--- src/design/tcw_pkg.sv ---
// Shared types, constants and helpers of the text console writer.
package tcw_pkg;

   localparam int COLUMNS = 80;
   localparam int ROWS    = 25;
   localparam int CELLS   = ROWS * COLUMNS;

   localparam int ROW_W  = 5;
   localparam int COL_W  = 7;
   localparam int ADDR_W = 11;
   localparam int CHAR_W = 8;
   localparam int CELL_W = 16;
   localparam int MODE_W = 2;

   localparam logic [MODE_W-1:0] MODE_PUT   = 2'd0;
   localparam logic [MODE_W-1:0] MODE_READ  = 2'd1;
   localparam logic [MODE_W-1:0] MODE_CLEAR = 2'd2;

   localparam logic [CHAR_W-1:0] CHAR_NEWLINE    = 8'h0A;
   localparam logic [CHAR_W-1:0] CHAR_RETURN     = 8'h0D;
   localparam logic [CHAR_W-1:0] CHAR_BLANK      = 8'h20;
   localparam logic [CHAR_W-1:0] RESET_ATTRIBUTE = 8'h0F;

   localparam logic [ADDR_W-1:0] COLUMNS_A   = ADDR_W'(COLUMNS);
   localparam logic [ADDR_W-1:0] COPY_END_A  = ADDR_W'(CELLS - COLUMNS);
   localparam logic [ADDR_W-1:0] LAST_CELL_A = ADDR_W'(CELLS - 1);
   localparam logic [ADDR_W-1:0] CELLS_A     = ADDR_W'(CELLS);

   // Kind of work an accepted transaction needs after its first cycle.
   typedef enum logic [1:0] {
      KIND_SIMPLE = 2'd0,
      KIND_READ   = 2'd1,
      KIND_SCROLL = 2'd2,
      KIND_CLEAR  = 2'd3
   } tcw_kind_type;

   typedef struct packed {
      logic start;        // accept the transaction, do its first-cycle work
      logic capture;      // latch the cell read data
      logic copy;         // one step of the scroll copy sweep
      logic fill;         // write one blank and advance the sweep index
      logic blank_reset;  // blanks carry the reset attribute
      logic load_result;  // load the response payload registers
   } tcw_cmd_type;

   typedef struct packed {
      tcw_kind_type kind;
      logic         copy_last;
      logic         fill_last;
   } tcw_stat_type;

   function automatic logic [ADDR_W-1:0] cell_addr(input logic [ROW_W-1:0] row,
                                                   input logic [COL_W-1:0] col);
      return ADDR_W'(ADDR_W'(row) * COLUMNS_A + ADDR_W'(col));
   endfunction

endpackage

--- src/design/tcw_ctrl.sv ---
// Controller: sequences init sweep, transactions, scroll and clear sweeps, response valid.
module tcw_ctrl import tcw_pkg::*; (
   input  logic         clock,
   input  logic         reset,
   input  logic         req_tvalid,
   output logic         req_tready,
   output logic         rsp_tvalid,
   input  logic         rsp_tready,
   input  tcw_stat_type stat,
   output tcw_cmd_type  cmd
);

   typedef enum logic [5:0] {
      ST_INIT  = 6'b000001,
      ST_IDLE  = 6'b000010,
      ST_READ  = 6'b000100,
      ST_COPY  = 6'b001000,
      ST_FILL  = 6'b010000,
      ST_DONE  = 6'b100000
   } state_type;

   state_type state_ff, state_in;
   logic      rsp_valid_ff, rsp_valid_in;

   always_comb begin
      state_in   = state_ff;
      cmd        = '0;
      req_tready = 1'b0;
      unique case (state_ff)
         ST_INIT: begin
            cmd.fill        = 1'b1;
            cmd.blank_reset = 1'b1;
            if (stat.fill_last) begin
               state_in = ST_IDLE;
            end
         end
         ST_IDLE: begin
            req_tready = 1'b1;
            if (req_tvalid) begin
               cmd.start = 1'b1;
               unique case (stat.kind)
                  KIND_READ:   state_in = ST_READ;
                  KIND_SCROLL: state_in = ST_COPY;
                  KIND_CLEAR:  state_in = ST_FILL;
                  default:     state_in = ST_DONE;
               endcase
            end
         end
         ST_READ: begin
            cmd.capture = 1'b1;
            state_in    = ST_DONE;
         end
         ST_COPY: begin
            cmd.copy = 1'b1;
            if (stat.copy_last) begin
               state_in = ST_FILL;
            end
         end
         ST_FILL: begin
            cmd.fill = 1'b1;
            if (stat.fill_last) begin
               state_in = ST_DONE;
            end
         end
         ST_DONE: begin
            if (!rsp_valid_ff || rsp_tready) begin
               cmd.load_result = 1'b1;
               state_in        = ST_IDLE;
            end
         end
         default: state_in = ST_INIT;
      endcase
   end

   always_comb begin
      rsp_valid_in = rsp_valid_ff;
      if (cmd.load_result) begin
         rsp_valid_in = 1'b1;
      end else if (rsp_tready) begin
         rsp_valid_in = 1'b0;
      end
   end

   always_ff @(posedge clock) begin
      if (reset) begin
         state_ff     <= ST_INIT;
         rsp_valid_ff <= 1'b0;
      end else begin
         state_ff     <= state_in;
         rsp_valid_ff <= rsp_valid_in;
      end
   end

   assign rsp_tvalid = rsp_valid_ff;

endmodule

--- config.mk ---
export PLATFORM = sky130hd
export DESIGN_NAME = tcw_ctrl
export DESIGN_NICKNAME = d
export VERILOG_FILES = /design/src/design/tcw_pkg.sv /design/src/design/tcw_ctrl.sv
export SDC_FILE = /design/constraint.sdc
export NUM_CORES = 1
export LEC_CHECK = 0
export BUFFER_PORTS_ARGS = -buffer_cell sky130_fd_sc_hd__buf_2
export CORE_MARGIN = 10
export CORE_UTILIZATION = 40
export CTS_BUF_LIST = sky130_fd_sc_hd__clkbuf_8
export DETAILED_ROUTE_END_ITERATION = 8
export PLACE_DENSITY_LB_ADDON = 0.2
export SLEW_MARGIN = 25
export SYNTH_ARGS = -nofsm -noshare
export SYNTH_HDL_FRONTEND = slang
export SYNTH_SLANG_ARGS = --single-unit
--- constraint.sdc ---
create_clock -name clock -period 2.4 [get_ports clock]
set_clock_uncertainty 0.2 [all_clocks]
set_input_delay 0.24 -clock clock [delete_from_list [all_inputs] [get_ports clock]]
set_output_delay 0.24 -clock clock [all_outputs]
set_load 0.02 [all_outputs]
# Yosys cells after proc, flatten, opt, wreduce, memory -nomap -nowiden

Index checks and enable logic that the tools add are counted.

Bits in registers: 7
Input port bits: 8
Output and inout bits: 8
Word-level logic and storage cells: 39

Reductions and logical operators: 5
Muxes and demuxes: 18
Equal/unequal tests: 14

Operators with widths:

| kind               | number |
|---|---|
| $pmux 6 s6         | 1 |
| $mux 6             | 5 |
| $pmux 6 s3         | 1 |
| $mux 1             | 11 |
| $ne 2x2->1 const B | 5 |
| $eq 6x1->1 const B | 1 |
| $eq 6x2->1 const B | 1 |
| $eq 6x3->1 const B | 1 |
| $eq 6x4->1 const B | 1 |
| $eq 6x5->1 const B | 1 |
| $eq 6x6->1 const B | 1 |
| $reduce_and 5->1   | 1 |
| $eq 2x2->1 const B | 2 |
| $eq 2x1->1 const B | 1 |
| $reduce_bool 2->1  | 1 |
| $reduce_or 2->1    | 1 |
| $logic_not 1->1    | 1 |
| $logic_or 1x1->1   | 1 |

# Longest topological paths before layout

Word-level depth: 5
Mapped depth: 6
Gate-level depth less buffers: 5

# Worst setup path after synthesis

No wires, ideal clock.

Kind: flip-flop to flip-flop
Start: reg state_ff[2]
End: reg state_ff[4]
Data required time: 2.109 ns
Arrival time: 1.743 ns
Library setup time: 0.091 ns
Period minus slack after synthesis: 2.034 ns
Cell stages (with the launch flop): 6
Path slack: 0.366 ns
Buffers on the path: 1
Path through: dfxtp_1 buf_6 or4b_4 or3_4 o221a_1 a311oi_1

Longest elaborated chain between the ends: 3
Elaborated cells between the ends (all ways): 13
Those cells by class: 11 x eq/ne; 1 x mux; 1 x reduce/logical

Ends and longest elaborated chain:

| item                               | RTL line       | RTL |
|---|---|---|
| start: declaration                 | tcw_ctrl.sv:22 | `state_type state_ff, state_in;` |
| start signal: assignment           | tcw_ctrl.sv:89 | `state_ff <= state_in;` |
| $eq 6x6->1 (tied with other cells) | tcw_ctrl.sv:29 | `unique case (state_ff)` |
| $ne 2x2->1 (no source line)        | --             |  |
| $reduce_and 5->1 (no source line)  | --             |  |

Several ways; a longest one is shown, not always the timed one.
A chain may end at the register's enable or synchronous reset.

==> results.md <==
- Die height: 56.5 um
- Yosys warns: 0
- Static leakage: 0.000310 uW
- R2R cell count: 4
- DP HPWL: 1.09 mm
- Fmax: 429 MHz
- Crit path max-delay family: simple AND/OR/NAND/NOR gates
- N_diodes: 0
- Primary FF master, synth: dfxtp_1
- CTS Buf Count: 3
- Final setup vio count: 0
- Worst Hold Class: in -> reg
- Number of global-route vias before repair: 510
- Core Region: 1280 um2
- Fin util: 51.4%
- Initial Util: 41.6%
- Syn nets: 77
- Top cells by area, synth: dfxtp_1 (26%), a21oi_1 (5.6%), nor2_1 (5.6%)
- Clk Latency, worst-skew pair: 0.23 ns
- Worst-path fanout max: 11
- Clock tree buffer depth: 2
- Initial DRC Count: 16
- Die Area: 3200 um2
- Slew Viols, Final: 0
- H-tree levels: 1
- Worst-Margin Slew: 0.369 ns
- Stages on worst setup path: 4
- Hold Crit Depth: 2
- Most area-hungry cell type in the Yosys netlist: dfxtp_1
- WP buf/inv: 1
- Cells after DPL: 96
- Syn_area_per_cell: 7.74 um2
- Count of different cell masters after synthesis: 36
- Cts hold-fix bufs: 0
- Reported max-cap violation count: 0
- Status: finished clean
- Overall Power: 718 uW
- First-pass GRT wire length: 2.28 mm
- Clock Root Buffer: clkbuf_8
- Post-synth EDFFs: 0
- Tmin final: 2.33 ns
- IO Port Bufs: 15
- CTS tree: done
- Slowest library cell on the worst path: or4b_4
- Worst endpoint required time: 1.96 ns
- DRT Pass-1 Iters: 4
- Sequential-to-total area share from yosys stat: 26.2%
- Initial antenna violation count: 0
- Proportion of netlist area held by the largest area contributor: 26.2%
- Ratio of final minimum period to clock period: 97.0%
- Synth Cell Area: 534 um2
- Worst Path Arrival: 1.89 ns
- Worst r2r src: state_ff[1]$_SDFFE_PP0P_
- Residual DRC: 0
- Num rows: 13
- I/O Pins: 16
- Routed wire length: 1.43 mm
- GRT Total Usage: 8.72%
- CP Class: reg -> out
- Area growth, synth to finish: 23.7%
- Post-CTS setup buffer count: 0
- Pwr/cell area: 1090 nW/um2
- Share of cells above drive strength 1: 34.1%
- Worst path cell trace: or4b_4 > or3_4 > and2b_2 > buf_2
- Yosys reg bits: 7
- Via count: 549
- Ys async rst share: 0%
- Crit path launch: state_ff[1]$_SDFFE_PP0P_
- Maximum vdd drop: 0.686 mV
- Die width: 56.5 um
- Post-DRT Antenna Nets: 0
- Slowest cell delay on critical path: 0.55 ns
- Rel. slew slack: 75.4%
- Min-delay src: stat[0]
- Number of gates resized after cts: 0
- Most frequent cell after synthesis: nor2_1
- CP endpoint kind: output port
- Wirelength per Cell: 14.3 um
- Synth Instances: 69
- Grt ovf: 0
- Final #Nets: 94
- Global placer's final weighted congestion: 0.786
- RSZ-0062 raised after global routing: no
- Final Non-Filler Cells: 100
- Clock transition at path regs: 0.04 ns
- Synth cell count leaders: nor2_1 (8), dfxtp_1 (7), a21oi_1 (6)
- Endpoints failing hold: 0
- Min Hold Slack: 0.0396 ns
- CTS sink cnt: 7
- CP Launch Type: register
- Largest net degree at the start of global routing: 12
- Post-Route Setup TNS: 0 ns
- Routed vias/inst: 5.49
-- power by group --
part,leakage [uW],switching (uW),total [uW],internal (uW)
Combinational,0.000226,205,368,163
Clock,0.0000269,54.9,166,111
Sequential,0.0000571,43.8,184,140
-- registers in the layout, indices dropped and copies added, names as in the netlist --
signal and cells:
rsp_tvalid 1, state_ff 6
-- kinds of logic after synthesis --
family / Yosys count / synth area share (%)
buffers and inverters: 11 / 10.8
AND/OR/NAND/NOR: 33 / 38.4
flip-flops: 7 / 26.2
XOR/XNOR: 3 / 4.92
AO/OA/AOI/OAI: 15 / 19.7
-- metrics by stage --
stage | area (um2) | worst slack [ns]
after global routing | 661 | 0.0161
final | 661 | 0.0716
after CTS | 661 | 0.0680
after floorplan | 534 | 0.366
after global placement | 616 | 0.302
after detailed placement | 616 | 0.264
-- area by class of cell --
| class | count | area [um2] |
|---|---|---|
| fill | 135 | 624 |
| inverter | 4 | 15.0 |
| clock inverter | 1 | 3.75 |
| multi-input combinational | 51 | 337 |
| sequential | 7 | 140 |
| tap | 15 | 18.8 |
| timing repair buffer | 19 | 105 |
| clock buffer | 3 | 41.3 |
-- metal layers --
| metal | track usage (%) | vias to the layer above | part of all wire (%) |
|---|---|---|---|
| met5 | 0 | - | 0 |
| met4 | 6.87 | 0 | 1.5 |
| met3 | 3.15 | 2 | 6.5 |
| met2 | 11.4 | 19 | 42 |
| met1 | 10.9 | 246 | 50 |
| li1 | - | 282 | - |
-- cell usage in the layout, fill, tap and decap left out, types with 3 or more instances in the layout --
| cell type | synthesis | routed |
|---|---|---|
| buf_2 | 0 | 15 |
| nor2_1 | 8 | 8 |
| dfxtp_1 | 7 | 7 |
| a21oi_1 | 6 | 6 |
| inv_1 | 4 | 5 |
| nor4_1 | 4 | 4 |
| buf_4 | 2 | 4 |
| xor2_1 | 3 | 3 |
| clkbuf_8 | 0 | 3 |
-- worst paths after layout --
check,endpoint,slack [ns]
max,cmd[0],0.07
min,state_ff[0]$_SDFFE_PP1P_,0.04
max reg2reg,state_ff[4]$_SDFFE_PP0P_,0.27
min reg2reg,rsp_tvalid$_SDFFE_PP0P_,0.44
Power figures use the tool's default switching activity.
